==> config.mk <==
export PLATFORM = sky130hd
export DESIGN_NAME = psae_muladd
export DESIGN_NICKNAME = d
export VERILOG_FILES = /design/src/rtl/core/psae_pkg.sv /design/src/rtl/core/psae_muladd.sv
export SDC_FILE = /design/constraint.sdc
export NUM_CORES = 1
export LEC_CHECK = 0
export ABC_AREA = 1
export BUFFER_PORTS_ARGS = -buffer_cell sky130_fd_sc_hd__clkbuf_2
export CAP_MARGIN = 25
export CORE_ASPECT_RATIO = 0.7
export CORE_MARGIN = 2
export CORE_UTILIZATION = 60
export CTS_CLUSTER_DIAMETER = 30
export CTS_CLUSTER_SIZE = 14
export DETAILED_ROUTE_END_ITERATION = 12
export PLACE_DENSITY = 0.85
export SYNTH_ARGS = -nofsm -noshare
export SYNTH_HDL_FRONTEND = slang
export SYNTH_SLANG_ARGS = --single-unit
==> constraint.sdc <==
create_clock -name clk -period 13.2 [get_ports clk]
set_input_delay 0.66 -clock clk [delete_from_list [all_inputs] [get_ports clk]]
set_output_delay 0.66 -clock clk [all_outputs]
set_load 0.02 [all_outputs]
==> src/rtl/core/psae_pkg.sv <==
// Package of the pillar scatter address engine: constants, codes and types.
package psae_pkg;

  // Defaults of the top-level sizing parameters
  localparam int MAX_BATCH_DEF  = 4;
  localparam int MAX_GRID_X_DEF = 512;
  localparam int MAX_GRID_Y_DEF = 512;

  // Fixed limits
  localparam int MAX_CHANNELS = 64;
  localparam int MAX_PILLARS  = 32768;
  localparam int PLACE_CAP    = (MAX_PILLARS > 65535) ? 65535 : MAX_PILLARS;

  // Occupancy bitmap word
  localparam int MAP_WORD  = 64;
  localparam int MAP_BIT_W = $clog2(MAP_WORD);

  // Multiply-add unit widths
  localparam int ACC_W = 26;
  localparam int OPB_W = 10;

  // Port widths
  localparam int IN_DATA_W  = 80;
  localparam int OUT_DATA_W = 72;
  localparam int OUT_USER_W = 4;
  localparam int CFG_IDX_W  = 2;
  localparam int CFG_DATA_W = 15;

  // Input commands
  localparam logic CMD_START   = 1'b0;
  localparam logic CMD_SCATTER = 1'b1;

  // Configuration register indexes
  localparam logic [CFG_IDX_W-1:0] CFG_CHANNELS = 2'd0;
  localparam logic [CFG_IDX_W-1:0] CFG_WIDTH    = 2'd1;
  localparam logic [CFG_IDX_W-1:0] CFG_HEIGHT   = 2'd2;
  localparam logic [CFG_IDX_W-1:0] CFG_DEPTH    = 2'd3;

  // Result status codes
  typedef enum logic [2:0] {
    ST_OK        = 3'd0,
    ST_NEG_BATCH = 3'd1,
    ST_OUTSIDE   = 3'd2,
    ST_DUPLICATE = 3'd3,
    ST_BATCH_CAP = 3'd4
  } status_t;

  // Sequencer states
  typedef enum logic [3:0] {
    S_CLR,
    S_IDLE,
    S_CHECK,
    S_MUL_T1,
    S_MUL_CELL,
    S_MUL_PLANE,
    S_MUL_SRC,
    S_MUL_T2,
    S_MUL_T3,
    S_MUL_DST,
    S_PREP,
    S_EMIT,
    S_START,
    S_ERR
  } state_t;

  // One request to the multiply-add unit: acc = a * b + c, low ACC_W bits
  typedef struct packed {
    logic             en;
    logic [ACC_W-1:0] a;
    logic [OPB_W-1:0] b;
    logic [ACC_W-1:0] c;
  } mul_req_t;

endpackage

==> src/rtl/core/psae_muladd.sv <==
// Shared multiply-add unit with a registered result.
module psae_muladd (
  input  logic                             clk,
  input  psae_pkg::mul_req_t               req,
  output logic [psae_pkg::ACC_W-1:0]       acc_r
);

  localparam int PROD_W = psae_pkg::ACC_W + psae_pkg::OPB_W;

  logic [PROD_W-1:0]          prod;
  logic [psae_pkg::ACC_W-1:0] acc_nxt;

  // Product kept modulo 2^ACC_W, then the addend
  assign prod    = PROD_W'(req.a) * PROD_W'(req.b);
  assign acc_nxt = prod[psae_pkg::ACC_W-1:0] + req.c;

  always_ff @(posedge clk) begin
    if (req.en) begin
      acc_r <= acc_nxt;
    end
  end

endmodule

==> run summary, run 1 <==
Worst path most repeated cell - fa_1
Largest family of logic cells by synthesized area - adder cells
F_max - 0.182 GHz
CP peak stage delay - 0.59 ns
Num CTS Buffers - 3
Area share of and/or/nand/nor cells after synthesis - 18.2%
Gpl congestion - 0.944
DIE AREA - 0.0144 mm²
Met3 WL - 2830 µm
Post-CTS sizing - 0
Largest net degree at the start of global routing - 28
GRT Util Overall - 29.6%
CTS tree - done
First-pass GRT wire length - 32800 µm
# rows - 35
Synth Area in Compound Gates - 3.76%
CTS clk-pin slew, worst paths - 0.07 ns
Port buffer count - 89
Max-Cap Viols - 0
Die width - 143 µm
#FFs+latches synth - 26
Uppermost layer routed - met4
Setup-failing EPs final - 0
Starting Density - 61.4%
RSZ-0062 raised after global routing - false
Final Slew Violations - 0
Met1 WL - 8280 µm
Final Critical Period - 5.50 ns
Antenna violations before repair - 0
Total congestion overflow - 0
Initial DRC Count - 569
Antenna fix cells - 0
Post-synth EDFFs - 26
Syn_nets - 1308
Worst slew pin tran - 0.706 ns
Root Buffer - clkbuf_16
I/O pin cnt - 90
CTS sink cnt - 26
Final hold viol count - 0
Ys flop type - edfxtp_1
Metal2 WL - 8630 µm
Worst Setup End Kind - flip-flop
Vias in the first global route - 6580
DR WL/cell - 15.8 µm
Seq/Total Area, Yosys - 9.65%
Die height - 101 µm
Max FO, Critical Path - 23
Cts hold-fix bufs - 0
Final-layout fill cell count - 1064
Via-to-Cell Ratio - 5.27
Layout cell share with drive strength beyond 1 - 9.93%
Multiplexer area fraction after synthesis - 0%
CP required - 13.23 ns
Syn Area/Cell - 7.88 µm²
Final setup TNS - 0 ns
Data arrival, critical path - 5.53 ns
Largest register FFs - 26
Rel. slew slack - 52.9%
Longest Clk Path Bufs - 2
Postcts setup bufs - 0
Part of the cycle the worst path needs - 41.7%
Mapped Area - 0.00809 mm²
H-tree levels - 1
Status - finished clean
Area grow syn2layout - 7.61%
WS Path Type - in -> reg
Nets - 1361
Detailed-route via count - 6653
HPWL Detailed - 16700 µm
DR pass1 iterations - 5
Post-synthesis xor/xnor area fraction - 2.38%
Core Area - 0.0132 mm²
Drc violations - 0
Synth Instances - 1026
Antenna-violating nets left - 0
Slowest-stage cell, CP - fa_1
Most flops, register - acc_r
Adder-cell share of the synthesized area - 49.9%
Yosys warns - 0
Hold Crit Class - in -> reg
Routed WL - 20000 µm
CP Launch Type - input port
Yosys cell types - 37
CP cell instances - clkbuf_2 > nand2_1 > fa_1 > inv_1 > fa_1 > fa_1 > fa_1 > inv_1 > fa_1 > inv_1 > ha_1 > a21oi_1 > o21ai_0 > a21oi_2 > o21ai_2 > and2_1 > o21bai_1 > nand2_1
Asr flop ratio synth - 0%
Largest registers - acc_r: 26 flops
-- worst max-delay path: cells and delay by family --
kind,cells,cell delay [ns]
AO/OA/AOI/OAI,5,0.85
AND/OR/NAND/NOR,3,0.43
adder cells (fa/ha/maj),6,2.98
buffers and inverters,4,0.59
-- through the flow --
| step | cell area (µm²) | util (%) | hold WS [ns] | setup slack (ns) | std cells |
|---|---|---|---|---|---|
| 2_1_floorplan | 8090 | - | 0.772 | 7.98 | 1026 |
| 3_3_place_gp | 8600 | 65.2 | 0.957 | 7.64 | 1259 |
| 3_5_place_dp | 8600 | 65.2 | 0.968 | 7.50 | 1259 |
| 4_1_cts | 8700 | 66.0 | 0.688 | 7.75 | 1263 |
| 5_1_grt | 8700 | 66.0 | 0.693 | 7.35 | 1263 |
| 6_report | 8700 | 66.0 | 0.685 | 7.70 | 1263 |
-- layer usage --
layer  track usage [%]  vias up
met5                 0        -
met4              3.88        0
met3              10.6       34
li1                  -     3023
met2              44.3      404
met1              43.3     3192
-- synthesized netlist by cell type (4+ instances only) --
cell type | number | area, µm²
nand4_1 | 4 | 25.0
inv_1 | 303 | 1140
ha_1 | 44 | 551
xnor2_1 | 6 | 52.6
fa_1 | 174 | 3480
nand3_1 | 20 | 100
a21oi_2 | 4 | 35.0
o21ai_0 | 11 | 55.1
nand2_1 | 301 | 1130
a21oi_1 | 19 | 95.1
edfxtp_1 | 26 | 781
clkbuf_1 | 31 | 116
nor2_1 | 23 | 86.3
xor2_1 | 16 | 140
buf_2 | 7 | 35.0
-- path summary, 6_finish.rpt --
check / start / end / slack, ns / cells past startpoint
hold / removal: req[0] / acc_r[0] / 0.69 / 2
setup / recovery: req[30] / acc_r[20] / 7.70 / 18
-- cell type report --
type                            instances  area [µm²]  share of cell area [%]
Inverter                              304        1140                    13.1
Timing Repair Buffer                   89         445                    5.12
Tap cell                              185         231                    2.66
Clock inverter                          1        30.0                   0.345
Multi-Input combinational cell        655        6000                    68.9
Clock buffer                            3        75.1                   0.863
Sequential cell                        26         781                    8.97
-- logic make-up (layout without fill, tap and decap cells) --
kind of cell	count (synthesis)	count (layout)
buffers and inverters	345	397
AO/OA/AOI/OAI	51	51
XOR/XNOR	22	22
flip-flops	26	26
AND/OR/NAND/NOR	364	364
adder cells (fa/ha/maj)	218	218
-- layout by cell type, fill, tap and decap left out, types with 2 or more instances in the layout --
cell type	n
a21boi_0	2
a21boi_1	2
a21oi_1	19
a21oi_2	4
a31oi_1	2
clkbuf_16	3
clkbuf_2	89
edfxtp_1	26
fa_1	174
ha_1	44
inv_1	303
nand2_1	301
nand2_2	3
nand3_1	20
nand3_2	2
nand3b_1	3
nand4_1	4
nor2_1	23
nor4_2	2
o211ai_1	2
o21ai_0	11
o21ai_1	3
o21bai_1	3
xnor2_1	6
xor2_1	16
Power of run 1 is left out: the tool's default activity adds up to more than one toggle a clock period on the data nets, which glitch-free logic cannot reach.
==> run 2, diff against run 1 <==
Settings changed: CORE_UTILIZATION 60 to 56, PLACE_DENSITY 0.85 to 0.84.
Clock period 13.2 ns to 4.85 ns, I/O delays scaled along.
==> run 2 against run 1 <==
Sequential share of layout area fell by 0.71 points. Global-route usage down 0.28 points. Non-clock buffer count is 85 higher. Cell count grew 7.1%. Via count rose by 4.7%. Cell area increased by 8.6%. Worst hold slack worse by 0.43 ns. Sequential cell count unchanged. Routed wire length rose by 8.9%. Worst setup slack lost 7.6 ns. Critical path depth stayed put. First-iteration DRC count fell by 20%. Critical endpoint is now acc_r[19]. Largest cell class unchanged. Highest routed layer unchanged.
==> run summary, run 2 (synthesized netlist as in run 1, its figures left out) <==
Worst slew pin tran - 0.709 ns
Detailed-route via count - 6963
Gpl congestion - 0.979
Final Critical Period - 4.72 ns
Rel. slew slack - 52.7%
Final hold viol count - 0
Worst setup startpoint - req[44]
Hold Crit Class - in -> reg
CTS tree - done
Total congestion overflow - 0
Placed standard-cell area - 0.00931 mm²
Slowest-stage cell, CP - fa_1
Part of the cycle the worst path needs - 97.4%
Max FO, Critical Path - 8
Routed WL - 21800 µm
Most flops, register - acc_r
CP required - 4.87 ns
Root Buffer - clkbuf_16
Antenna fix cells - 0
Area grow syn2layout - 16.8%
Port buffer count - 89
HPWL Detailed - 18700 µm
Drc violations - 0
Starting Density - 57.7%
# rows - 36
Layout cell share with drive strength beyond 1 - 16.8%
GRT Util Overall - 29.3%
CTS clk-pin slew, worst paths - 0.07 ns
Die width - 148 µm
I/O pin cnt - 90
Final Slew Violations - 0
Largest net degree at the start of global routing - 28
Antenna violations before repair - 0
DIE AREA - 0.0154 mm²
Longest Clk Path Bufs - 2
Hold WS - 0.260 ns
F_max - 0.212 GHz
CP Launch Type - input port
WS Path Type - in -> reg
Core Area - 0.0140 mm²
Commonest non-fill, non-tap cell in the layout - inv_1
Num CTS Buffers - 3
Setup-failing EPs final - 0
Max-Cap Viols - 0
CP peak stage delay - 0.56 ns
CP cell instances - clkbuf_2 > nand2_1 > fa_1 > inv_1 > fa_1 > fa_1 > fa_1 > inv_1 > fa_1 > inv_1 > ha_1 > buf_4 > nand2_1 > o21ai_0 > a21oi_1 > nand2_1 > a21oi_1 > xnor2_1
Worst Setup End Kind - flip-flop
Most frequent cells in the layout - 303 x inv_1, 301 x nand2_1, 174 x fa_1
Antenna-violating nets left - 0
H-tree levels - 1
Largest registers - acc_r: 26 flops
Final instance area - 0.00945 mm²
RSZ-0062 raised after global routing - true
Status - finished clean
Worst path most repeated cell - fa_1
Final setup TNS - 0 ns
CTS sink cnt - 26
Initial DRC Count - 455
Die height - 105 µm
Via-to-Cell Ratio - 5.15
First-pass GRT wire length - 35600 µm
Capture point of the worst path - acc_r[19]
Largest register FFs - 26
Vias in the first global route - 7265
Share of the core filled with cells - 67.5%
Nets - 1446
DR pass1 iterations - 5
DR WL/cell - 16.1 µm
Data arrival, critical path - 4.74 ns
[run 2: cell count changes in the layout (fill, tap and decap cells not counted)]
cell | before | now
nor2_2 | 1 | 2
nor2_1 | 23 | 22
buf_2 | 0 | 1
clkbuf_4 | 0 | 1
a21oi_1 | 19 | 17
clkbuf_2 | 89 | 86
a21oi_2 | 4 | 6
buf_4 | 0 | 79
buf_12 | 0 | 7
[run 2: repair_timing]
item / in CTS / in global routing
resized for setup: 0 / 9
hold buffers: 0 / 0
setup endpoints to repair: 0 / 13
setup buffers: 0 / 3
[run 2: how the worst min path moves through the flow]
stage | to | from | cells after the start
after CTS | acc_r[0] | req[0] | 2
after global placement | acc_r[0] | req[0] | 2
final | acc_r[0] | req[0] | 2
after floorplan | acc_r[0] | req[62] | 0
after global routing | acc_r[0] | req[0] | 2
after detailed placement | acc_r[0] | req[0] | 2
[run 2: metal layers]
metal,up-vias,wire [µm],GRT usage [%]
met2,372,9490,43.6
met5,-,0,0
met1,3378,9330,42.9
li1,3185,-,-
met3,28,2650,9.21
met4,0,295,5.56
[run 2: cell type report]
cell class,instances,area [µm²]
sequential,26,781
multi-input combinational,655,6010
tap,190,238
clock inverter,1,30.0
timing repair buffer,174,1180
inverter,304,1140
clock buffer,3,75.1
fill,1106,4560
[run 2: per-stage QoR]
step | worst slack [ns] | cells
2_1_floorplan | 0.0518 | 1026
3_3_place_gp | -0.0776 | 1346
3_5_place_dp | -0.160 | 1346
4_1_cts | 0.111 | 1350
5_1_grt | -0.000372 | 1353
6_report | 0.128 | 1353
[run 2: critical path, delay by kind of cell]
| kind | cells | cell delay [ns] |
|---|---|---|
| XOR/XNOR | 1 | 0.11 |
| adder cells (fa/ha/maj) | 6 | 2.84 |
| AND/OR/NAND/NOR | 3 | 0.43 |
| AO/OA/AOI/OAI | 3 | 0.53 |
| buffers and inverters | 5 | 0.57 |
Power of run 2 is left out for the same reason.
==> run 3, diff against run 2 <==
Settings changed: CORE_UTILIZATION 56 to 60, GPL_TIMING_DRIVEN from default to 0, PLACE_DENSITY 0.84 to 0.85.
Clock period 4.85 ns to 5.7 ns, I/O delays scaled along.
==> run 3 against run 2 <==
First-iteration DRC count grew 19%. Via count fell by 4.3%. Sequential share of layout area is 0.65 points higher. Largest cell class unchanged. Worst setup slack improved by 0.15 ns. Sequential cell count is the same. Highest routed layer unchanged. Critical path depth grew 5. Core utilization fell by 0.99 points. Cell count down 5.2%. Worst hold slack better by 0.062 ns. Non-clock buffer count shrank 66.
==> run summary, run 3 (synthesized netlist as in run 1, its figures left out) <==
Detailed-route via count - 6666
Share of the core filled with cells - 66.5%
CP Buf/Inv Count - 7
Hold WS - 0.322 ns
DR pass1 iterations - 6
Root Buffer - clkbuf_16
Gpl congestion - 0.941
Uppermost layer routed - met4
CP top delay family - adder cells
DR WL/cell - 16.0 µm
Drc violations - 0
Total congestion overflow - 0
DIE AREA - 0.0144 mm²
Final setup TNS - 0 ns
Post-route setup slack - 0.280 ns
Final Critical Period - 5.42 ns
Antenna-violating nets left - 0
Longest Clk Path Bufs - 2
Antenna fix cells - 0
Largest net degree at the start of global routing - 27
WS Path Type - in -> reg
Max-Cap Viols - 0
Routed WL - 20600 µm
Max FO, Critical Path - 10
Final Slew Violations - 0
Data arrival, critical path - 5.45 ns
I/O pin cnt - 90
Status - finished clean
Commonest non-fill, non-tap cell in the layout - inv_1
Cts hold-fix bufs - 0
Final hold viol count - 0
F_max - 0.185 GHz
# rows - 35
CTS tree - done
Slowest-stage cell, CP - fa_1
Met1 WL - 8670 µm
Metal2 WL - 8860 µm
CTS sink cnt - 26
Die width - 143 µm
Largest registers - acc_r: 26 flops
H-tree levels - 1
First-pass GRT wire length - 33600 µm
Worst path most repeated cell - nand2_1
Worst slew pin tran - 0.747 ns
Core Area - 0.0132 mm²
Setup-failing EPs final - 0
Most flops, register - acc_r
Nets - 1380
Final-layout fill cell count - 1114
Most frequent cells in the layout - 303 x inv_1, 301 x nand2_1, 174 x fa_1
Hold Crit Class - in -> reg
Initial DRC Count - 541
Largest register FFs - 26
Num CTS Buffers - 3
Rel. slew slack - 50.2%
Met3 WL - 2660 µm
GRT Util Overall - 30.4%
CP cell instances - clkbuf_2 > clkbuf_1 > clkbuf_2 > nand2_1 > fa_1 > inv_1 > fa_1 > fa_1 > fa_1 > inv_1 > fa_1 > inv_1 > ha_1 > a21oi_1 > o21ai_1 > nand2_1 > nand2_1 > nand3_1 > nand2_1 > nor2_1 > inv_1 > nand2_1 > nand2_1
HPWL Detailed - 17300 µm
CTS clk-pin slew, worst paths - 0.07 ns
Part of the cycle the worst path needs - 95.1%
RSZ-0062 raised after global routing - false
Vias in the first global route - 6826
Die height - 101 µm
CP Launch Type - input port
Starting Density - 61.4%
Worst Setup End Kind - flip-flop
CP required - 5.73 ns
Layout cell share with drive strength beyond 1 - 8.66%
CP peak stage delay - 0.57 ns
Worst slack, placed - -0.0600 ns
Antenna violations before repair - 0
Port buffer count - 67
Area grow syn2layout - 8.34%
Via-to-Cell Ratio - 5.20
==> run 3: changes by cell type in the layout (fill, tap and decap cells not counted), sizes merged <==
cell    change
buf        -77
clkbuf     +11
==> run 3: worst paths after layout <==
kind | start | endpoint | slack, ns | cells after the start
setup / recovery | req[32] | acc_r[25] | 0.28 | 23
hold / removal | req[0] | acc_r[0] | 0.32 | 2
==> run 3: cell type report <==
type,count,area [µm²],share of cell area [%]
Clock buffer,3,75.1,0.857
Timing Repair Buffer,67,335,3.83
Clock inverter,1,30.0,0.343
Multi-Input combinational cell,655,6000,68.5
Tap cell,185,231,2.64
Inverter,304,1140,13.0
Buffer,41,169,1.93
Sequential cell,26,781,8.91
==> run 3: per-layer routing <==
layer  up-vias  track usage (%)
met5         -                0
met4         0             5.86
met3        37             11.0
met2       387             45.3
met1      3183             43.7
li1       3059                -
==> run 3: per-stage QoR <==
step	cell area (µm²)	cells
after floorplan	8090	1026
after global placement	8650	1278
after detailed placement	8650	1278
after CTS	8760	1282
after global routing	8760	1282
final	8760	1282
==> run 3: what timing repair did <==
item,4_1_cts,5_1_grt
resized for setup,0,4
setup endpoints to repair,0,2
buffers inserted,0,0
Power of run 3 is left out for the same reason.
